## src/rtl/rmsidg_pkg.sv

```systemverilog
`default_nettype none
package rmsidg_pkg;

  localparam int unsigned HISTORY_DEPTH = 32768;
  localparam int unsigned CHANNELS      = 2;
  localparam int unsigned SAMPLE_BITS   = 24;

  localparam int unsigned WINDOW_W   = 16;
  localparam int unsigned BLOCK_W    = 13;
  localparam int unsigned CFG_ADDR_W = 1;
  localparam int unsigned CFG_DATA_W = 16;
  localparam int unsigned BPOS_W     = 12;
  localparam int unsigned LEVEL_W    = 24;

  localparam logic [CFG_ADDR_W-1:0] REG_WINDOW = 1'd0;
  localparam logic [CFG_ADDR_W-1:0] REG_BLOCK  = 1'd1;

  localparam logic [WINDOW_W-1:0] WINDOW_RESET = 16'd19200;
  localparam logic [BLOCK_W-1:0]  BLOCK_RESET  = 13'd256;
  localparam int unsigned         MAX_BLOCK    = 4096;
  localparam int unsigned         EPS_Q24      = 17;
  localparam int unsigned         GAIN_ONE     = 65536;
  localparam int unsigned         GAIN_W       = 38;

  localparam int unsigned DIV_W      = 64;
  localparam int unsigned DIVISOR_W  = 32;
  localparam int unsigned SQRT_W     = 64;
  localparam int unsigned QUEUE_DEPTH = 2;

  typedef struct packed {
    logic pass;
    logic channel;
  } item_ctl_t;

endpackage
`default_nettype wire

```

## src/rtl/rmsidg_front.sv

```systemverilog
`default_nettype none
module rmsidg_front #(
  parameter int unsigned SAMPLE_BITS = rmsidg_pkg::SAMPLE_BITS,
  parameter int unsigned CHANNELS    = rmsidg_pkg::CHANNELS
) (
  input  logic                   clk_i,
  input  logic                   rst_ni,
  input  logic                   in_valid_i,
  output logic                   in_ready_o,
  input  logic [SAMPLE_BITS-1:0] in_sample_i,
  input  logic                   in_channel_i,
  output logic                   push_valid_o,
  input  logic                   push_ready_i,
  output logic [SAMPLE_BITS+1:0] push_data_o
);

  logic                   vld_q;
  logic [SAMPLE_BITS-1:0] sample_q;
  rmsidg_pkg::item_ctl_t  ctl_q;
  rmsidg_pkg::item_ctl_t  ctl_d;

  assign in_ready_o   = !vld_q || push_ready_i;
  assign push_valid_o = vld_q;
  assign push_data_o  = {ctl_q, sample_q};

  always_comb begin
    ctl_d.channel = in_channel_i;
    ctl_d.pass    = ({31'd0, in_channel_i} >= 32'(CHANNELS));
  end

  always_ff @(posedge clk_i or negedge rst_ni) begin
    if (!rst_ni) begin
      vld_q <= 1'b0;
    end else if (in_valid_i && in_ready_o) begin
      vld_q <= 1'b1;
    end else if (push_ready_i) begin
      vld_q <= 1'b0;
    end
  end

  always_ff @(posedge clk_i) begin
    if (in_valid_i && in_ready_o) begin
      sample_q <= in_sample_i;
      ctl_q    <= ctl_d;
    end
  end

endmodule
`default_nettype wire

```

## config.mk

```make
export PLATFORM = sky130hd
export DESIGN_NAME = rmsidg_front
export DESIGN_NICKNAME = d
export VERILOG_FILES = /design/src/rtl/rmsidg_pkg.sv /design/src/rtl/rmsidg_front.sv
export SDC_FILE = /design/constraint.sdc
export NUM_CORES = 1
export LEC_CHECK = 0
export BUFFER_PORTS_ARGS = -buffer_cell sky130_fd_sc_hd__buf_2
export CORE_UTILIZATION = 42
export DETAILED_ROUTE_END_ITERATION = 12
export PLACE_DENSITY = 0.91
export SLEW_MARGIN = 0
export SYNTH_ARGS = -nofsm -noshare
export SYNTH_HDL_FRONTEND = slang
export SYNTH_SLANG_ARGS = --single-unit
```

## constraint.sdc

```tcl
create_clock -name clk_i -period 1.86 [get_ports clk_i]
set_input_delay 0.558 -clock clk_i [delete_from_list [all_inputs] [get_ports clk_i]]
set_output_delay 0.558 -clock clk_i [all_outputs]
set_load 0.03 [all_outputs]
```

==> run summary, run 1 <==
In the routed layout, each cell is associated on average with a via count of 4.25. The synthesized netlist contains 7 unique library cells. The tools report the worst path required time as 1.30 ns. The run gives 1 as the level count of the clock H-tree. The highest ir drop seen on vdd is 0.000611 V.

Summed over all layers, the routed wires come to 1520 µm. The floorplan has 15 rows. The horizontal die dimension is 46.1 µm, and the register-to-register setup slack is 0.69 ns. Summing every instance area after synthesis gives 816 µm².

Excluding fillers, the count of instances in the completed layout stands at 115. The first global-routing pass estimated 2110 µm of wire. STA classifies the critical path startpoint as a register.

For the overall global routing resource usage, the log shows 0.161. The via count of the first global-routing pass was 502. Setup violations remaining at the end of the flow were counted as 0. Counting flops and latches in the post-synthesis netlist gives 26. The register clock-pin slew on the reported worst setup and hold paths was 0.13 ns; the post-CTS setup repair buffer count was 0. Buffers inserted during clock tree synthesis total 3. Setup repair after global routing left no endpoint under its margin. The setup slack of the critical path after layout was 0.284 ns.

TritonCTS built the clock tree. The run gives 60 as the post-synth net total. Final antenna diode count: 0.

Count of warnings emitted by yosys: 0. Entering global routing, the biggest net connects 26 pins. The synthesis-to-layout area growth was 41.1%. For the hold violation total from the final report, the log shows 0. By area the synthesized netlist is led by edfxtp_1, dfrtp_1, nand2b_4, and2_4, buf_4.

The initial antenna violation count is 0, and the worst hold slack after final layout is 0.413 ns. The starting density of the core is 0.462. Cell with the biggest individual delay on the critical path: dfrtp_1. The tools report the number of buffers inserted by hold repair at cts as 1. The number of gates resized after CTS was 0.

Worst hold path cell count: 1. For this design the top-level I/O count stands at 57. In the layout the commonest cells are buf_2, edfxtp_1, clkbuf_4. The tools report the number of vias in the routed layout as 489. Part of the cycle the worst path needs: 0.847.

The maximum clock skew at final layout came out at 0.00131 ns. edfxtp_1 takes more of the synthesized area than any other cell. In this run the remaining antenna-violating nets after routing total 0. Leading cell type in the layout, fill and taps excluded: buf_2. Class of the worst hold path: input pin to register.

Across the run, the number of max-cap violations was 0. The worst register-to-register path begins at push_valid_o. The clock insertion delay at the later pin of the skew report was 0.31 ns; the post-synthesis cell count was 31. The total overflow left after global routing is 0. The smallest clock period supported by the final layout is computed as 1.58 ns. The sequential-to-total area share from yosys stat came out at 0.951. Power density over the cells: 932 nW/µm². In the routed design, unresolved DRC markers number 0. The analysis attributes to cell leakage a power of 0.503 nW.

The first TritonRoute pass finished after 4 iterations. The number of inserted filler cells in the final layout is 144, and the area used by sequential logic in the layout is 776 µm². For the worst setup path, the data arrival time is 1.02 ns. The worst reg2reg path depth is 2. The ratio of cells with drive above 1 in the final layout came out at 0.667. In the final routed layout, each cell accounts on average for 13.2 µm. The tools report the endpoint with the worst hold slack as sample_q[20].

For the accumulated negative setup slack, the log shows 0 ns. The longest individual stage delay on the worst path works out to 0.43 ns. At the placement stage, the worst setup path has a slack of 0.345 ns.

Input and output buffers added on the ports amount to 55. The startpoint identified for the worst hold timing path is in_sample_i[20]. The die footprint is 2120 µm², and the weighted congestion reported at the end of routability-driven placement is 0.704.

The tools report the count of routing violations after the opening detailed-route iteration as 3. Fraction of synthesized cell area taken by the top area cell type: 0.920. Endpoint kind of the worst setup timing path: an output pin.

The tree is rooted in a clkbuf_4. The placeable core region is 1760 µm², and the height of the die is 46.1 µm. The endpoint of the lowest-slack register-to-register path is sample_q[0]. Counting along the longest clock path gives a buffer depth of 2.

Traced cell by cell, the critical path runs through nand2b_4, buf_2. The tools report the count of nets after finishing as 120. Of all nets on the critical path, the largest fanout is 3.

CTS saw 26 sinks. Derived from the worst setup path, the maximum achievable clock frequency is 634 MHz. The run finished with clean final reports.

The average instance in the mapped netlist occupies 26.3 µm². Including well taps, the total number of placed cells is 110. For the max-slew violation count, the log shows 0. The setup path with the least slack is of type register to output pin.

The footprint of the multi-input gates came out at 32.5 µm².
per-layer routing:
metal | GRT usage | share of wire
met5 | 0 | 0
met4 | 0.106 | 0.0092
met3 | 0.0706 | 0.097
met2 | 0.276 | 0.54
met1 | 0.152 | 0.35
logic make-up (layout without fill, tap and decap cells):
| family | after synthesis | in the layout | synth area share |
|---|---|---|---|
| buf+inv | 1 | 60 | 0.00921 |
| simple gates | 3 | 3 | 0.0353 |
| flops | 26 | 26 | 0.951 |
| other cells | 1 | 1 | 0.00460 |
sequential cells by signal (all words and copies together), names as in the netlist:
signal        count
sample_q         24
push_data_o       1
push_valid_o      1
worst max path at each step:
stage | start | endpoint | slack [ns] | depth (start not counted)
detailed placement | push_ready_i | in_ready_o | 0.35 | 3
CTS | push_valid_o | in_ready_o | 0.28 | 2
global placement | push_ready_i | in_ready_o | 0.35 | 3
global route | push_valid_o | in_ready_o | 0.23 | 2
finish | push_valid_o | in_ready_o | 0.28 | 2
floorplan | push_ready_i | push_data_o[24] | 0.49 | 2
cell usage after synthesis:
| master | instances |
|---|---|
| conb_1 | 1 |
| buf_4 | 1 |
| edfxtp_1 | 25 |
| and2_4 | 1 |
| dfrtp_1 | 1 |
| nand2b_4 | 1 |
| nand2b_1 | 1 |
critical path: cells and delay by family (launching register included):
kind	cells	cell delay, ns
buffers and inverters	1	0.19
DFF	1	0.43
and+or+nand+nor	1	0.09
report_power, final:
group	internal, W	switching [W]	total [W]
combinational	0.0000472	0.000102	0.000149
sequential	0.000680	0.00000820	0.000688
clock	0.0000837	0.000153	0.000236
total	0.000811	0.000263	0.00107
metrics by stage:
step / instance area, µm² / utilization / power (W)
finish: 1150 / 0.652 / 0.00107
global route: 1150 / 0.652 / 0.00112
CTS: 1150 / 0.652 / 0.00108
detailed placement: 1110 / 0.632 / 0.000850
global placement: 1110 / 0.632 / 0.000844
floorplan: 816 / - / 0.000790
area by class of cell:
cell class,instances,share of cell area
Multi-Input combinational cell,4,0.0283
Tap cell,25,0.0272
Sequential cell,26,0.674
Timing Repair Buffer,56,0.248
Clock buffer,4,0.0228
(Power assumes the default switching activity.)
==> run 2, diff against run 1 <==
--- a/config.mk
+++ b/config.mk
@@ -6,9 +6,9 @@
 export NUM_CORES = 1
 export LEC_CHECK = 0
 export BUFFER_PORTS_ARGS = -buffer_cell sky130_fd_sc_hd__buf_2
-export CORE_UTILIZATION = 42
+export CORE_UTILIZATION = 35
 export DETAILED_ROUTE_END_ITERATION = 12
-export PLACE_DENSITY = 0.91
+export PLACE_DENSITY = 0.82
 export SLEW_MARGIN = 0
 export SYNTH_ARGS = -nofsm -noshare
 export SYNTH_HDL_FRONTEND = slang
==> constraint.sdc (replaced) <==
create_clock -name clk_i -period 1.4 [get_ports clk_i]
set_input_delay 0.42 -clock clk_i [delete_from_list [all_inputs] [get_ports clk_i]]
set_output_delay 0.42 -clock clk_i [all_outputs]
set_load 0.03 [all_outputs]
==> run 2 against run 1 <==
Net effect:
- register-to-register slack worse by 0.47 ns
- worst hold slack worse by 0.14 ns
- utilization down 13 points
- critical path type unchanged
==> run summary, run 2 (synthesized netlist as in run 1, its figures left out) <==
The highest ir drop seen on vdd was 0.000812 V (+33%). The count of nets after finishing is 120 (unchanged). STA classifies the critical path startpoint as a register. The overall global routing resource usage came out at 0.108 (-0.0523). Number of cell rows: 17 (+2). For the worst slack at placement, the log shows 0.0866 ns (-0.259 ns). Setup slack of the critical path after layout: 0.0381 ns (-0.246 ns).

TritonCTS built the clock tree. In this run the worst hold path is classified as input pin to register. The pin count of the biggest net entering global routing is 26 (unchanged), and the number of design rule violations left after detail routing is 0 (unchanged). The horizontal die dimension was 50.3 µm (+9.1%).

For the level count of the clock H-tree, the log shows 1 (unchanged). The clock insertion delay at the later pin of the skew report was 0.31 ns (about the same). The root buffer cell chosen for the clock tree is clkbuf_4.

The number of CTS-inserted buffers is 3 (unchanged), and the final number of setup-violating endpoints is 0 (unchanged). The max-slew violation count was 0 (unchanged). For the maximum clock skew at final layout, the log shows 0.00798 ns (+0.00667 ns). The logs give 0 (unchanged) for the number of maximum-capacitance violations and 0 ns (unchanged) for the accumulated negative setup slack. The part of the cycle the worst path needs is 0.973, and the number of buffer and inverter stages on the critical path is 1 (unchanged). The iteration count of the initial detailed-routing pass came out at 6 (+2). The initial antenna violation count is 0 (unchanged).

The count of routing violations after the opening detailed-route iteration was 2 (-1); the height of the die was 50.3 µm (+9.1%). The cell with the biggest individual delay on the critical path was dfrtp_1. The via-per-instance ratio came out at 4.12 (-3.1%).

Setup repair after global routing left no endpoint under its margin. More flip-flops sit in one register than any other, and that register is sample_q. Timing would allow up to 734 MHz.

The register share of total power is 0.642 (about the same). The largest buffer count on any clock path is 2 (unchanged), and the number of port buffers is 55 (unchanged). The final routed wire length divided by cell count was 11.5 µm (-13%); the data arrival time of the worst path was 0.94 ns (-0.08 ns). The flow ran to the end, and the final reports show no timing, DRC or antenna violations. The power density over the cells is 1220 nW/µm² (+31%), and the number of vias in the routed layout is 486 (-0.61%). The portion of total power attributed to combinational logic is 0.140 (about the same), and the number of inserted filler cells in the final layout is 198 (+38%).

Overall overflow remaining after global route: 0 (unchanged). For the net switching component of the power, the log shows 0.000343 W (+30%). The tools report the total number of clock tree sinks as 26 (unchanged). STA classifies the critical path endpoint as an output pin.

The synthesis-to-layout area growth came out at 42.3%. The run gives 57 (unchanged) as the number of top-level design ports. The tools report the placeable core region as 2210 µm² (+25%). The run gives 0 (unchanged) as the final antenna diode count. The library cell used most frequently in the layout, excluding fill and tap cells, is buf_2. The remaining antenna violation count came out at 0 (unchanged). The worst setup path is of the register to output pin kind. The longest individual stage delay on the worst path works out to 0.42 ns (about the same). Clock network power share: 0.218 (-0.002). The cell family contributing the most delay on the critical path is flip-flops. The via count of the first global-routing pass was 486 (-3.2%). The run gives 0.98 ns (-0.32 ns) as the worst path required time.

The starting density of the core came out at 0.369 (-0.0936). Proportion of total power due to net switching: 0.241 (-0.00379). The worst path needs 1.36 ns of the cycle, external delays included. The peak fanout along the critical path is 3 (unchanged), and the cell leakage power is 0.505 nW (+0.53%). The register clock-pin slew on the reported worst setup and hold paths was 0.13 ns (about the same).

The logs give 1910 µm (-9.5%) for the global-route wire length before repair and 0.00108 W (+33%) for the internal portion of total power. For the weighted congestion reported at the end of routability-driven placement, the log shows 0.687 (-2.5%). Final wirelength: 1360 µm (-11%). The hold violation total from the final report is 0 (unchanged). The run gives 2530 µm² (+19%) as the die footprint. In the layout the commonest cells are buf_2, edfxtp_1, clkbuf_4. Walking the worst path, the cells encountered are nand2b_4, buf_6. The ratio of cells with drive above 1 in the final layout came out at 0.667 (unchanged). The number of flip-flops in the largest register came out at 24 (unchanged).
run 2: layer usage:
metal  vias to the layer above  GRT usage  wire length, µm
met2                        39      0.191              686
met4                         0     0.0714               12
met5                         -          0                0
met3                         2     0.0242              139
li1                        235          -                -
met1                       210      0.114              519
run 2: timing repair:
item                                   4_1_cts  5_1_grt
hold buffers                                 1        0
setup endpoints to repair                    1        1
endpoints found under the hold margin        1        0
setup buffers                                0        0
pin swaps                                    0        0
gates resized for setup                      1        1
run 2: through the flow:
stage / util / hold WS [ns] / cell area [µm²] / total power [W] / std cells
4_1_cts: 0.523 / 0.260 / 1160 / 0.00144 / 118
6_report: 0.525 / 0.273 / 1160 / 0.00142 / 118
3_3_place_gp: 0.506 / 0.195 / 1120 / 0.00112 / 113
3_5_place_dp: 0.506 / 0.196 / 1120 / 0.00113 / 113
2_1_floorplan: - / 0.124 / 816 / 0.00105 / 31
5_1_grt: 0.525 / 0.259 / 1160 / 0.00146 / 118
run 2: power groups by stage:
stage	logic [W]	clock network [W]	registers, W
after floorplan	0.0000308	0	0.00102
after global placement	0.000192	0	0.000930
after detailed placement	0.000196	0	0.000932
after CTS	0.000199	0.000324	0.000914
after global routing	0.000209	0.000336	0.000918
final	0.000199	0.000310	0.000913
run 2: layout make-up:
type	count	area, µm²	area share
Timing Repair Buffer	56	292	0.251
Multi-Input combinational cell	4	32.5	0.0280
Sequential cell	26	776	0.668
Clock buffer	4	26.3	0.0226
Tap cell	28	35.0	0.0302
run 2: worst paths after layout:
check	startpoint	cells after the start	endpoint	slack [ns]
worst max-delay path	push_valid_o	2	in_ready_o	0.04
worst min-delay path	in_sample_i[15]	1	sample_q[15]	0.27
worst max register to register	push_valid_o	2	sample_q[17]	0.22
worst min register to register	push_valid_o	2	push_valid_o	0.56
max in group asynchronous	rst_ni	2	push_valid_o	0.90
min in group asynchronous	rst_ni	2	push_valid_o	0.42
run 2: worst reg2reg max path: stages (launching register included):
cell and delay (ns):
dfrtp_1 0.42, nand2b_4 0.09, and2_4 0.35
==> run 3, diff against run 2 <==
--- a/config.mk
+++ b/config.mk
@@ -6,9 +6,11 @@
 export NUM_CORES = 1
 export LEC_CHECK = 0
 export BUFFER_PORTS_ARGS = -buffer_cell sky130_fd_sc_hd__buf_2
-export CORE_UTILIZATION = 35
+export CELL_PAD_IN_SITES_DETAIL_PLACEMENT = 1
+export CELL_PAD_IN_SITES_GLOBAL_PLACEMENT = 1
+export CORE_UTILIZATION = 27
 export DETAILED_ROUTE_END_ITERATION = 12
-export PLACE_DENSITY = 0.82
+export PLACE_DENSITY = 0.8
 export SLEW_MARGIN = 0
 export SYNTH_ARGS = -nofsm -noshare
 export SYNTH_HDL_FRONTEND = slang
==> run 3 against run 2 <==
Net effect:
- the flow now finishes with violations (DRC)
- die area increased by 28%
- via count increased by 3.7%
- critical path type unchanged
- power increased by 4.3%
- register-to-register slack got worse by 0.08 ns
- count of clock-buffer cells in the layout unchanged
- sequential cell count unchanged
- routed wire length increased by 17%
- global-route usage about the same
- final cell count increased by 3.4%
- highest routed layer unchanged
==> run summary, run 3 (synthesized netlist as in run 1, its figures left out) <==
Compared with the post-synthesis result, the final layout area differs by 44.9%. The net switching component of the power is 0.000353 W (+3.0%). The horizontal die dimension was 57.0 µm (+13%). The tools report the maximum clock skew at final layout as 0.00134 ns (-0.00664 ns).

Endpoint kind of the worst setup timing path: an output pin. The tools report the accumulated negative setup slack as 0 ns (unchanged). The proportion of total power due to net switching was 0.238 (-0.00291).

The iteration count of the initial detailed-routing pass came out at 7 (+1). The run finished, with violations left. The number of vias in the routed layout is 504 (+3.7%).

The number of maximum-capacitance violations was 0 (unchanged); the number of top-level design ports was 57 (unchanged). The largest register by flop count is sample_q. Via-per-instance ratio: 4.13 (+0.30%).

In this run the worst hold path is classified as input pin to register. The global-route wire length before repair was 2560 µm (+34%); the cell leakage power was 0.516 nW (+2.1%). For the number of cell rows, the log shows 19 (+2).

The register clock-pin slew on the reported worst setup and hold paths came out at 0.13 ns (about the same). The power density over the cells is 1250 nW/µm² (+2.4%). Leading cell type in the layout, fill and taps excluded: buf_2. The final wirelength was 1590 µm (+17%); the part of the cycle the worst path needs was 0.975 (+0.00241).

The clock insertion delay at the later pin of the skew report came out at 0.31 ns (about the same). The hold violation total from the final report was 0 (unchanged); the overall overflow remaining after global route was 0 (unchanged). Critical path start-end classification: register to output pin. The tools report the register share of total power as 0.617 (-0.025). The library cells used most frequently in the layout, excluding fill and tap cells, are buf_2, edfxtp_1, clkbuf_4.

The tools report the number of CTS-inserted buffers as 3 (unchanged). The height of the die was 57.0 µm (+13%); the highest ir drop seen on vdd was 0.000674 V (-17%). The number of inserted filler cells in the final layout is 307 (+55%), and the portion of total power attributed to combinational logic is 0.137 (-0.003).

The reg-to-reg startpoint was push_valid_o. The data arrival time of the worst path came out at 0.95 ns (about the same). The run gives 0 (unchanged) as the final number of setup-violating endpoints. The final reports fail on DRC. TritonCTS built the clock tree. The number of flip-flops in the largest register came out at 24 (unchanged).

The worst setup path is launched from a register. The logs give 2 (unchanged) for the largest buffer count on any clock path and 7 (+5) for the count of routing violations after the opening detailed-route iteration. The worst path required time is 0.98 ns (about the same). Die footprint: 3250 µm² (+28%). The tools report the start point of the worst hold path as in_sample_i[13]. Via count of the first global-routing pass: 595 (+22%). For the pin count of the biggest net entering global routing, the log shows 26 (unchanged). The tools report the starting density of the core as 0.291 (-0.0780).

The level count of the clock H-tree was 1 (unchanged); the peak fanout along the critical path was 2 (-1). The initial antenna violation count came out at 0 (unchanged). The final critical delay including setup and external delays is 1.37 ns (+0.00337 ns), and the number of design rule violations left after detail routing is 6 (+6). The internal portion of total power came out at 0.00113 W (+4.7%). The utilization of the core after routing is 0.421 (-0.103). The count of nets after finishing was 121 (+0.83%). Setup repair after global routing could not meet its margin everywhere.

The ratio of cells with drive above 1 in the final layout was 0.681 (+0.0147). Tracing the worst setup path back leads to its startpoint at push_valid_o. The weighted congestion reported at the end of routability-driven placement came out at 0.674 (-1.9%).

The remaining antenna violation count came out at 0 (unchanged). The root cell of the clock tree is clkbuf_4. Final routed wire length divided by cell count: 13.0 µm (+13%). For the maximum frequency from static timing analysis, the log shows 732 MHz (-0.25%). The total number of clock tree sinks is 26 (unchanged). The total power is 0.00148 W (+4.3%), and the clock network power share is 0.246 (+0.028).

The max-slew violation count is 0 (unchanged). The final antenna diode count is 0 (unchanged), and the overall global routing resource usage is 0.108 (-0.000305). The number of port buffers was 55 (unchanged); the placeable core region was 2810 µm² (+27%).
## run 3: what timing repair did
action | 4_1_cts | 5_1_grt
resized for setup | 2 | 0
setup endpoints to repair | 1 | 2
hold endpoints to repair | 1 | 0
buffers inserted | 1 | 0
hold buffers | 1 | 0
## run 3: through the flow
stage / cell area [µm²] / setup WS, ns / std cells / hold WS [ns]
CTS: 1180 / 0.0125 / 122 / 0.258
finish: 1180 / 0.0348 / 122 / 0.272
global route: 1180 / -0.0205 / 122 / 0.247
detailed placement: 1120 / 0.0909 / 116 / 0.198
floorplan: 816 / 0.0778 / 31 / 0.124
global placement: 1120 / 0.119 / 116 / 0.195
## run 3: power by group through the flow
stage,clock (W),sequential [W],combinational [W]
2_1_floorplan,0,0.00102,0.0000308
3_3_place_gp,0,0.000932,0.000194
3_5_place_dp,0,0.000933,0.000198
4_1_cts,0.000387,0.000916,0.000207
5_1_grt,0.000413,0.000919,0.000216
6_report,0.000365,0.000914,0.000203
## run 3: path summary, 6_finish.rpt
kind	end	slack, ns	depth (start not counted)
max in group asynchronous	push_valid_o	0.92	2
min in group asynchronous	push_valid_o	0.40	2
min reg2reg	push_valid_o	0.69	3
min	sample_q[13]	0.27	1
max	in_ready_o	0.03	2
max reg2reg	sample_q[16]	0.14	3
## run 3: area by class of cell
cell class	instances	area, µm²	area share
sequential	26	776	0.656
timing repair buffer	57	299	0.253
tap	31	38.8	0.0328
multi-input combinational	4	32.5	0.0275
clock buffer	4	36.3	0.0307
## run 3: critical path: stages, from the launching register on
cell	delay, ns
dfrtp_1	0.43
nand2b_4	0.08
buf_6	0.12
## run 3: routing by layer
layer,vias to the layer above,part of all wire,track usage
li1,234,-,-
met5,-,0,0
met2,40,0.52,0.202
met4,0,0.011,0.0523
met3,2,0.15,0.0522
met1,228,0.32,0.0953
