### config.mk
export PLATFORM = sky130hd
export DESIGN_NAME = rmsidg_queue
export DESIGN_NICKNAME = d
export VERILOG_FILES = /design/src/rtl/rmsidg_pkg.sv /design/src/rtl/rmsidg_queue.sv
export SDC_FILE = /design/constraint.sdc
export NUM_CORES = 1
export LEC_CHECK = 0
export BUFFER_PORTS_ARGS = -buffer_cell sky130_fd_sc_hd__buf_2
export CORE_ASPECT_RATIO = 1.25
export CORE_MARGIN = 1.5
export CORE_UTILIZATION = 55
export CTS_CLUSTER_DIAMETER = 40
export DETAILED_ROUTE_END_ITERATION = 8
export PLACE_DENSITY = 0.83
export SLEW_MARGIN = 25
export SYNTH_ARGS = -nofsm -noshare
export SYNTH_HDL_FRONTEND = slang
export SYNTH_SLANG_ARGS = --single-unit
### constraint.sdc
create_clock -name clk_i -period 3.8 [get_ports clk_i]
set_clock_uncertainty 0.05 [all_clocks]
set_input_delay 0.76 -clock clk_i [delete_from_list [all_inputs] [get_ports clk_i]]
set_output_delay 0.76 -clock clk_i [all_outputs]
set_load 0.01 [all_outputs]
### src/rtl/rmsidg_pkg.sv
`default_nettype none
package rmsidg_pkg;

  localparam int unsigned HISTORY_DEPTH = 32768;
  localparam int unsigned CHANNELS      = 2;
  localparam int unsigned SAMPLE_BITS   = 24;

  localparam int unsigned WINDOW_W   = 16;
  localparam int unsigned BLOCK_W    = 13;
  localparam int unsigned CFG_ADDR_W = 1;
  localparam int unsigned CFG_DATA_W = 16;
  localparam int unsigned BPOS_W     = 12;
  localparam int unsigned LEVEL_W    = 24;

  localparam logic [CFG_ADDR_W-1:0] REG_WINDOW = 1'd0;
  localparam logic [CFG_ADDR_W-1:0] REG_BLOCK  = 1'd1;

  localparam logic [WINDOW_W-1:0] WINDOW_RESET = 16'd19200;
  localparam logic [BLOCK_W-1:0]  BLOCK_RESET  = 13'd256;
  localparam int unsigned         MAX_BLOCK    = 4096;
  localparam int unsigned         EPS_Q24      = 17;
  localparam int unsigned         GAIN_ONE     = 65536;
  localparam int unsigned         GAIN_W       = 38;

  localparam int unsigned DIV_W      = 64;
  localparam int unsigned DIVISOR_W  = 32;
  localparam int unsigned SQRT_W     = 64;
  localparam int unsigned QUEUE_DEPTH = 2;

  typedef struct packed {
    logic pass;
    logic channel;
  } item_ctl_t;

endpackage
`default_nettype wire

### src/rtl/rmsidg_queue.sv
`default_nettype none
module rmsidg_queue #(
  parameter int unsigned WIDTH = rmsidg_pkg::SAMPLE_BITS + 2
) (
  input  logic             clk_i,
  input  logic             rst_ni,
  input  logic             push_valid_i,
  output logic             push_ready_o,
  input  logic [WIDTH-1:0] push_data_i,
  output logic             pop_valid_o,
  input  logic             pop_ready_i,
  output logic [WIDTH-1:0] pop_data_o
);

  localparam int unsigned DEPTH = rmsidg_pkg::QUEUE_DEPTH;
  localparam int unsigned PTR_W = $clog2(DEPTH);
  localparam int unsigned CNT_W = $clog2(DEPTH + 1);

  logic [WIDTH-1:0] slot_q [DEPTH];
  logic [PTR_W-1:0] wr_ptr_q, rd_ptr_q;
  logic [CNT_W-1:0] count_q;
  logic             push, pop;

  assign push_ready_o = (count_q != CNT_W'(DEPTH));
  assign pop_valid_o  = (count_q != '0);
  assign pop_data_o   = slot_q[rd_ptr_q];
  assign push         = push_valid_i && push_ready_o;
  assign pop          = pop_valid_o && pop_ready_i;

  always_ff @(posedge clk_i or negedge rst_ni) begin
    if (!rst_ni) begin
      wr_ptr_q <= '0;
      rd_ptr_q <= '0;
      count_q  <= '0;
    end else begin
      if (push) begin
        wr_ptr_q <= (wr_ptr_q == PTR_W'(DEPTH - 1)) ? '0 : wr_ptr_q + 1'b1;
      end
      if (pop) begin
        rd_ptr_q <= (rd_ptr_q == PTR_W'(DEPTH - 1)) ? '0 : rd_ptr_q + 1'b1;
      end
      if (push && !pop) begin
        count_q <= count_q + 1'b1;
      end else if (pop && !push) begin
        count_q <= count_q - 1'b1;
      end
    end
  end

  always_ff @(posedge clk_i) begin
    if (push) begin
      slot_q[wr_ptr_q] <= push_data_i;
    end
  end

endmodule
`default_nettype wire

==> reports/metrics.csv, run 1 <==
stage,metric,value,unit
pwr,static leakage,1.05,nW
routing,Initial DRT Pass Iterations,4,
clock_network,clock root buffer,clkbuf_8,
clock_network,CTS tree,built,
floorplan,core area,3780,sq um
worst_setup_path,CP max stage cell,dfrtp_1,
finish,# diodes,0,
floorplan,Initial Util,57.4,%
worst_setup_path,CP required,2.99,ns
finish,"commonest cells after routing, fill and taps aside","57 x buf_2, 52 x edfxtp_1, 19 x mux2_4",
timing,fin crit share,71.6,%
timing,fin crit period,2.72,ns
synthesis,top-area cell type share of the netlist area,71.9,%
finish,Final #Nets,194,
timing,fmax,368,MHz
clock_network,Clock Path Buffers,2,
clock_network,"Reg clk slew, reported paths",0.09,ns
global_route,largest net degree at the start of global routing,19,
pwr,Power Density,722,nW/um^2
clock_network,H-tree Lvls,2,
worst_setup_path,CP Capture Type,output pin,
routing,Routed Antenna Nets,0,
worst_setup_path,Bufs and invs on worst path,2,
worst_setup_path,cells along the critical path,buf_4 > mux2_2 > buf_2,
synthesis,Synth area leaders,"edfxtp_1 72%, mux2_4 13%, dfrtp_1 4.6%, mux2_2 3.6%, buf_12 1.8%",
worst_setup_path,kind of critical path,flip-flop to output pin,
routing,DRC errors left,0,
synthesis,Avg Inst Size Synth,21.9,sq um
floorplan,io pins,58,
clock_network,CTS resizes,0,
synthesis,XOR/XNOR Fraction of Synth Area,2.02,%
finish,Area Overhead vs Synth,19.3,%
floorplan,# rows,25,
clock_network,CTS Sinks,56,
worst_setup_path,kind of cell adding the most delay to the critical path,flip-flops,
timing,Slew @ Worst Pin,0.658,ns
floorplan,die width,59.2,um
synthesis,net count after synthesis,130,
clock_network,worst-skew pair later-pin latency,0.30,ns
synthesis,Yosys reg bits,56,
global_route,grt ovf,0,
timing,final setup TNS,0,ns
floorplan,Die H,73.2,um
timing,slew margin rel.,56.1,%
synthesis,post-synthesis compound-gate area fraction,0,%
synthesis,synth warn,0,
placement,I/O Buffers,57,
routing,DRT iter0 DRCs,40,
routing,DR vias/cell,4.83,
global_route,first-pass GRT wire length,4610,um
synthesis,"Seq/Total Area, Yosys",76.5,%
routing,Vias,1053,
min_path,min-delay worst type,primary input to async pin,
worst_setup_path,Critical Path Source Type,flip-flop,
synthesis,Synth Instances,99,
global_route,initial antenna violation count,0,
placement,post-place setup slack,1.38,ns
timing,Final setup viols,0,
synthesis,mux cell area share after synthesis,16.8,%
synthesis,synthesized area,2170,sq um
timing,final-report max-slew violation count,0,
clock_network,post-CTS setup buffers,0,
finish,final core utilization,68.4,%
global_route,vias in the first global route,1082,
placement,dpl hpwl,2180,um
worst_setup_path,Worst path max stage delay,0.70,ns
synthesis,leading area contributor after synthesis,edfxtp_1,
synthesis,main combinational cell family by area after synthesis,multiplexers,
worst_setup_path,worst-path maximum fanout,16,
timing,RSZ-0062 raised after global routing,false,
clock_network,hold_buf cts,0,
timing,WHS,0.196,ns
worst_setup_path,CP arrival,1.91,ns
finish,"commonest non-fill, non-tap cell in the layout",buf_2,
finish,fill count,257,
synthesis,post-synthesis simple-gate area fraction,1.56,%
routing,Routed Wire Length,3000,um
job,max_cap viols,0,
synthesis,Yosys cell types,15,
placement,dpl cells,210,
clock_network,CTS Buf Count,5,
pwr,VDD IR max,0.509,mV
placement,gpl congestion,0.679,
timing,Final Hold Viols,0,
status,status,completed,
finish,share of cells above drive strength 1,57.9,%
floorplan,DIE AREA,4340,sq um
routing,routed len/inst,13.7,um
timing,Setup WS post-layout,1.08,ns
synthesis,Post-Synth Adder-Cell Area,0.576,%
global_route,gr usage total,14.8,%
finish,Non-Filler Instances,218,
-- routing by layer --
layer	track usage (%)	share of wire (%)	vias up
li1	-	-	504
met1	16.3	41	500
met2	25.2	50	44
met3	5.67	7.1	5
met4	6.31	1.4	0
met5	0	0	-
-- where the power goes --
group / switching, mW / internal (mW)
combinational: 0.303 / 0.339
sequential: 0.0717 / 0.847
clock: 0.178 / 0.132
total: 0.553 / 1.32
-- cell type report --
type / instances / area, sq um / area share (%)
clock buffers: 5 / 68.8 / 2.66
clock inverters: 3 / 22.5 / 0.870
inverters: 1 / 3.75 / 0.145
multi-input cells: 39 / 457 / 17.6
flip-flops and latches: 56 / 1660 / 64.2
well taps: 54 / 67.6 / 2.61
repair buffers: 60 / 308 / 11.9
-- stage by stage --
stage / power (mW) / instance area (sq um)
after global routing: 1.97 / 2590
after detailed placement: 1.59 / 2500
final: 1.87 / 2590
after global placement: 1.56 / 2500
after CTS: 1.89 / 2590
after floorplan: 1.42 / 2170
-- kinds of logic after synthesis --
kind of cell               Yosys count
DFF                                 56
and+or+nand+nor                      7
buffers and inverters                4
muxes                               26
adders and majority gates            1
xor gates and xnor gates             5
-- registers in the layout (all words and copies together), names as in the netlist --
name / cells
slot_q: 52
wr_ptr_q: 1
rd_ptr_q: 1
count_q: 2
-- cell usage after synthesis --
cell type / n
or2_1: 1
mux2_2: 7
ha_1: 1
buf_6: 1
nand2_1: 2
buf_12: 2
dfrtp_1: 4
mux2_4: 19
inv_1: 1
nor2_1: 2
xor2_1: 2
edfxtp_1: 52
xnor2_1: 3
and3_1: 1
nand2b_1: 1
-- worst paths after layout --
path                                             start                 endpoint  slack (ns)  cells past startpoint
worst max register to register  count_q[0]$_DFFE_PN0P_  slot_q[0][11]$_DFFE_PP_        1.87                      4
worst min-delay path                            rst_ni     wr_ptr_q$_DFFE_PN0P_        0.20                      1
worst min register to register  count_q[1]$_DFFE_PN0P_   count_q[1]$_DFFE_PN0P_        0.46                      1
worst max-delay path              rd_ptr_q$_DFFE_PN0P_           pop_data_o[25]        1.08                      3
max in group asynchronous                       rst_ni     rd_ptr_q$_DFFE_PN0P_        3.39                      1
min in group clk_i              count_q[1]$_DFFE_PN0P_   count_q[1]$_DFFE_PN0P_        0.46                      1
-- worst register-to-register path, cell delays in order (launching register included) --
cell,delay [ns]
dfrtp_1,0.42
nand2b_1,0.17
nand2_1,0.12
nor2_2,0.53
buf_4,0.35
Note: power is estimated with default switching activity, not from simulation.
==> inputs of run 2 (changes only) <==
--- a/config.mk
+++ b/config.mk
@@ -8,10 +8,10 @@
 export BUFFER_PORTS_ARGS = -buffer_cell sky130_fd_sc_hd__buf_2
 export CORE_ASPECT_RATIO = 1.25
 export CORE_MARGIN = 1.5
-export CORE_UTILIZATION = 55
+export CORE_UTILIZATION = 51
 export CTS_CLUSTER_DIAMETER = 40
 export DETAILED_ROUTE_END_ITERATION = 8
-export PLACE_DENSITY = 0.83
+export PLACE_DENSITY = 0.78
 export SLEW_MARGIN = 25
 export SYNTH_ARGS = -nofsm -noshare
 export SYNTH_HDL_FRONTEND = slang
==> constraint.sdc (replaced) <==
create_clock -name clk_i -period 2.68 [get_ports clk_i]
set_clock_uncertainty 0.05 [all_clocks]
set_input_delay 0.536 -clock clk_i [delete_from_list [all_inputs] [get_ports clk_i]]
set_output_delay 0.536 -clock clk_i [all_outputs]
set_load 0.01 [all_outputs]
==> run 2 against run 1 <==
  * Global-route usage grew 0.43 points
  * Sequential share of layout area shrank 0.61 points
  * Power grew 43%
  * Routed wire length grew 7.4%
  * Worst setup slack lost 0.66 ns
  * Cell count grew 1.8%
  * Sequential power grew 42%
==> reports/metrics.csv, run 2 (same netlist as run 1, synthesis figures left out) <==
stage,metric,value,unit
status,status,completed,
floorplan,die width,61.4,um
floorplan,Die H,75.9,um
global_route,initial antenna violation count,0,
clock_network,worst-skew pair later-pin latency,0.29,ns
timing,WHS,0.366,ns
worst_setup_path,kind of critical path,flip-flop to output pin,
worst_setup_path,CP required,2.09,ns
pwr,Power Density,1020,nW/um^2
pwr,Clk pwr share,15.9,%
worst_setup_path,r2r startpoint,count_q[0]$_DFFE_PN0P_,
routing,Vias,1080,
global_route,vias in the first global route,1164,
global_route,grt ovf,0,
routing,Routed Wire Length,3220,um
global_route,met1 usage,14.6,%
min_path,Worst Hold Path EP,slot_q[0][24]$_DFFE_PP_,
placement,I/O Buffers,57,
pwr,VDD IR max,0.669,mV
worst_setup_path,CP Capture Type,output pin,
worst_setup_path,reg2reg path depth,4,
routing,DRC errors left,0,
routing,Routed Antenna Nets,0,
finish,top flop regs,"slot_q x52, count_q x2",
pwr,internal power,1.89,mW
worst_setup_path,r2r setup slk,0.99,ns
pwr,Switching Fraction,29.2,%
finish,fill count,309,
pwr,Switch Pwr,0.780,mW
finish,Top reg by flops,slot_q,
floorplan,DIE AREA,4660,sq um
routing,DRT iter0 DRCs,40,
clock_network,CTS resizes,0,
routing,Initial DRT Pass Iterations,4,
clock_network,post-CTS setup buffers,0,
clock_network,clock root buffer,clkbuf_8,
worst_setup_path,worst-path maximum fanout,21,
worst_setup_path,Worst path max stage delay,0.61,ns
routing,DR vias/cell,4.86,
worst_setup_path,cells along the critical path,buf_12 > mux2_2 > buf_2,
global_route,met2 usage,27.0,%
global_route,largest net degree at the start of global routing,22,
floorplan,# rows,26,
floorplan,core area,4100,sq um
placement,"Cell Area, Placed",2520,sq um
finish,final core utilization,63.8,%
timing,fin crit share,84.3,%
finish,share of cells above drive strength 1,56.6,%
worst_setup_path,Critical Path Source Type,flip-flop,
clock_network,CTS Buf Count,5,
min_path,Worst Hold Launch,push_data_i[24],
pwr,static leakage,1.05,nW
timing,RSZ-0062 raised after global routing,false,
routing,routed len/inst,14.5,um
finish,Area Overhead vs Synth,20.4,%
timing,final setup TNS,0,ns
finish,Final #Nets,196,
finish,"commonest non-fill, non-tap cell in the layout",buf_2,
timing,final-report max-slew violation count,0,
worst_setup_path,CP max stage cell,dfrtp_1,
pwr,sequential share of power,48.6,%
min_path,min-delay worst type,primary input to flip-flop,
finish,# diodes,0,
finish,Non-Filler Instances,222,
clock_network,CTS tree,built,
placement,gpl congestion,0.645,
floorplan,io pins,58,
timing,Final setup viols,0,
job,max_cap viols,0,
timing,fmax,443,MHz
placement,dpl hpwl,2310,um
timing,Final Hold Viols,0,
worst_setup_path,CP arrival,1.67,ns
finish,max FFs per register,52,
placement,dpl cells,213,
clock_network,hold_buf cts,1,
timing,slew margin rel.,71.5,%
pwr,Logic pwr share,35.5,%
global_route,gr usage total,15.2,%
global_route,first-pass GRT wire length,5060,um
finish,"Design Area, Final",2610,sq um
clock_network,"Reg clk slew, reported paths",0.09,ns
clock_network,CTS Sinks,56,
finish,"commonest cells after routing, fill and taps aside","57 x buf_2, 52 x edfxtp_1, 19 x mux2_4",
floorplan,Initial Util,53.0,%
timing,Slew @ Worst Pin,0.428,ns
global_route,GR Util met3,4.10,%
timing,fin crit period,2.26,ns
worst_setup_path,RR Endpoint,slot_q[0][4]$_DFFE_PP_,
global_route,busiest layer in global routing,met2,
min_path,worst hold stages,1,
clock_network,H-tree Lvls,2,
clock_network,Clock Path Buffers,2,
==> run 2: cell types whose count changed in the layout (fill, tap and decap cells not counted) <==
cell / before / now
buf_12: 0 / 1
clkbuf_1: 0 / 1
clkinv_1: 0 / 1
clkinv_2: 1 / 0
clkinv_4: 1 / 0
clkinvlp_4: 0 / 1
dlygate4sd3_1: 0 / 1
inv_6: 1 / 0
==> run 2: worst max path at each step <==
stage                     cells after the start                endpoint  slack [ns]                    from
after floorplan                               3  slot_q[0][0]$_DFFE_PP_        0.41  count_q[0]$_DFFE_PN0P_
after global placement                        3          pop_data_o[10]        0.79    rd_ptr_q$_DFFE_PN0P_
after detailed placement                      3           pop_data_o[5]        0.73    rd_ptr_q$_DFFE_PN0P_
after CTS                                     3           pop_data_o[5]        0.39    rd_ptr_q$_DFFE_PN0P_
after global routing                          3           pop_data_o[6]        0.34    rd_ptr_q$_DFFE_PN0P_
final                                         3           pop_data_o[5]        0.42    rd_ptr_q$_DFFE_PN0P_
==> run 2: through the flow <==
step / power [mW] / worst slack, ns
after floorplan: 2.01 / 0.415
after global placement: 2.25 / 0.794
after detailed placement: 2.29 / 0.735
after CTS: 2.71 / 0.393
after global routing: 2.82 / 0.338
final: 2.67 / 0.420
==> run 2: power by group through the flow <==
stage               Combinational, mW  Sequential [mW]  Clock [mW]
detailed placement              0.967             1.32           0
finish                          0.947             1.30       0.425
floorplan                       0.736             1.27           0
CTS                             0.972             1.30       0.435
global placement                0.946             1.30           0
global route                     1.04             1.32       0.466
==> run 2: final cells by class <==
cell class                 instances  area, sq um  area share [%]
timing repair buffer              62          338            12.9
tap                               56         70.1            2.68
clock buffer                       6         72.6            2.78
multi-input combinational         39          457            17.5
inverter                           1         3.75           0.144
sequential                        56         1660            63.6
clock inverter                     2         11.3           0.431
==> run 2: per-layer routing <==
metal  up-vias  wire length (um)
met2        39              1810
met5         -                 0
met1       525              1170
li1        509                 -
met3         7               168
met4         0                74
==> run 2: worst max-delay path, delay by kind of cell (launching register included) <==
kind	cells	cell delay, ns
buffers and inverters	2	0.39
muxes	1	0.36
DFF	1	0.61
==> inputs of run 3 (changes only) <==
--- a/config.mk
+++ b/config.mk
@@ -8,10 +8,10 @@
 export BUFFER_PORTS_ARGS = -buffer_cell sky130_fd_sc_hd__buf_2
 export CORE_ASPECT_RATIO = 1.25
 export CORE_MARGIN = 1.5
-export CORE_UTILIZATION = 51
+export CORE_UTILIZATION = 46
 export CTS_CLUSTER_DIAMETER = 40
 export DETAILED_ROUTE_END_ITERATION = 8
-export PLACE_DENSITY = 0.78
+export PLACE_DENSITY = 0.74
 export SLEW_MARGIN = 25
 export SYNTH_ARGS = -nofsm -noshare
 export SYNTH_HDL_FRONTEND = slang
==> constraint.sdc (replaced) <==
create_clock -name clk_i -period 2 [get_ports clk_i]
set_clock_uncertainty 0.05 [all_clocks]
set_input_delay 0.4 -clock clk_i [delete_from_list [all_inputs] [get_ports clk_i]]
set_output_delay 0.4 -clock clk_i [all_outputs]
set_load 0.01 [all_outputs]
==> run 3 against run 2 <==
  * Worst setup slack got worse by 0.25 ns
  * Sequential share of layout area fell by 0.33 points
  * Utilization fell by 4.8 points
  * Largest cell class unchanged
  * Highest routed layer unchanged
==> reports/metrics.csv, run 3 (same netlist as run 1, synthesis figures left out) <==
stage,metric,value,unit
status,status,completed,
worst_setup_path,r2r startpoint,count_q[0]$_DFFE_PN0P_,
routing,Initial DRT Pass Iterations,3,
clock_network,"Reg clk slew, reported paths",0.08,ns
worst_setup_path,Worst path max stage delay,0.40,ns
min_path,worst hold stages,1,
finish,fill count,382,
global_route,initial antenna violation count,0,
floorplan,DIE AREA,5140,sq um
clock_network,CTS resizes,0,
clock_network,clock root buffer,clkbuf_8,
finish,final core utilization,58.9,%
global_route,grt ovf,0,
routing,DRT iter0 DRCs,18,
routing,DR vias/cell,4.73,
floorplan,# rows,27,
clock_network,worst-skew pair later-pin latency,0.29,ns
worst_setup_path,worst-path maximum fanout,9,
placement,I/O Buffers,57,
finish,top flop regs,"slot_q x52, count_q x2",
placement,dpl cells,217,
pwr,total power,3.59,mW
worst_setup_path,Bufs and invs on worst path,2,
finish,# diodes,0,
clock_network,CTS tree,built,
floorplan,core area,4460,sq um
worst_setup_path,CP required,1.55,ns
routing,Routed Wire Length,3370,um
global_route,largest net degree at the start of global routing,19,
finish,Final #Nets,198,
floorplan,Die H,79.8,um
timing,fin crit period,1.83,ns
clock_network,Clock Path Buffers,2,
finish,Non-Filler Instances,226,
worst_setup_path,CP Capture Type,output pin,
clock_network,CTS Buf Count,5,
placement,gpl congestion,0.621,
timing,fin crit share,91.7,%
min_path,min-delay worst type,primary input to flip-flop,
worst_setup_path,Critical Path Source Type,flip-flop,
global_route,first-pass GRT wire length,5150,um
finish,share of cells above drive strength 1,56.5,%
worst_setup_path,crit path to,pop_data_o[14],
worst_setup_path,reg2reg path depth,6,
global_route,vias in the first global route,1151,
timing,Slew @ Worst Pin,0.244,ns
timing,RSZ-0062 raised after global routing,false,
worst_setup_path,kind of cell adding the most delay to the critical path,flip-flops,
timing,fmax,545,MHz
routing,DRC errors left,0,
timing,final setup TNS,0,ns
worst_setup_path,RR Endpoint,count_q[1]$_DFFE_PN0P_,
pwr,static leakage,1.06,nW
routing,routed len/inst,14.9,um
worst_setup_path,CP max stage cell,dfrtp_1,
worst_setup_path,critical path depth,3,
finish,max FFs per register,52,
routing,Routed Antenna Nets,0,
finish,Top reg by flops,slot_q,
worst_setup_path,kind of critical path,flip-flop to output pin,
placement,dpl hpwl,2430,um
finish,"commonest cells after routing, fill and taps aside","57 x buf_2, 52 x edfxtp_1, 19 x mux2_4",
min_path,Worst Hold Launch,push_data_i[12],
clock_network,CTS Sinks,56,
routing,Vias,1070,
timing,WHS,0.239,ns
floorplan,Initial Util,48.7,%
timing,slew margin rel.,83.7,%
global_route,gr usage total,13.5,%
worst_setup_path,crit path launch,rd_ptr_q$_DFFE_PN0P_,
finish,"commonest non-fill, non-tap cell in the layout",buf_2,
finish,Area Overhead vs Synth,21.0,%
timing,final-report max-slew violation count,0,
job,max_cap viols,0,
timing,Final setup viols,0,
pwr,Power Density,1370,nW/um^2
floorplan,io pins,58,
clock_network,H-tree Lvls,2,
floorplan,die width,64.4,um
clock_network,post-CTS setup buffers,0,
timing,Final Hold Viols,0,
worst_setup_path,r2r setup slk,0.43,ns
pwr,VDD IR max,0.774,mV
clock_network,hold_buf cts,1,
worst_setup_path,CP arrival,1.38,ns
worst_setup_path,cells along the critical path,buf_4 > mux2_4 > buf_2,
run 3: per-stage QoR:
step	worst slack, ns	instance area, sq um
2_1_floorplan	0.157	2170
3_3_place_gp	0.506	2540
3_5_place_dp	0.457	2540
4_1_cts	0.141	2630
5_1_grt	0.0979	2630
6_report	0.166	2630
run 3: worst min-delay path by stage:
stage | end | slack [ns]
after floorplan | count_q[0]$_DFFE_PN0P_ | 0.05
after global placement | count_q[1]$_DFFE_PN0P_ | 0.16
after detailed placement | count_q[0]$_DFFE_PN0P_ | 0.16
after CTS | slot_q[1][14]$_DFFE_PP_ | 0.23
after global routing | slot_q[1][25]$_DFFE_PP_ | 0.22
final | slot_q[1][12]$_DFFE_PP_ | 0.24
run 3: cell type report:
type,instances,area [sq um],area share [%]
multi-input cells,39,457,17.4
repair buffers,64,353,13.4
clock buffers,7,76.3,2.90
well taps,58,72.6,2.76
clock inverters,1,3.75,0.143
flip-flops and latches,56,1660,63.2
inverters,1,3.75,0.143
run 3: per-layer routing:
layer  global-route usage, %  up-vias  part of all wire [%]
li1                        -      509                     -
met1                    13.6      521                    38
met3                    2.96        6                   5.0
met4                    7.02        0                   2.2
met5                       0        -                     0
met2                    25.6       34                    55
run 3: power by group:
part	internal, mW	switching (mW)
Combinational	0.701	0.630
Clock	0.244	0.310
Sequential	1.61	0.0992
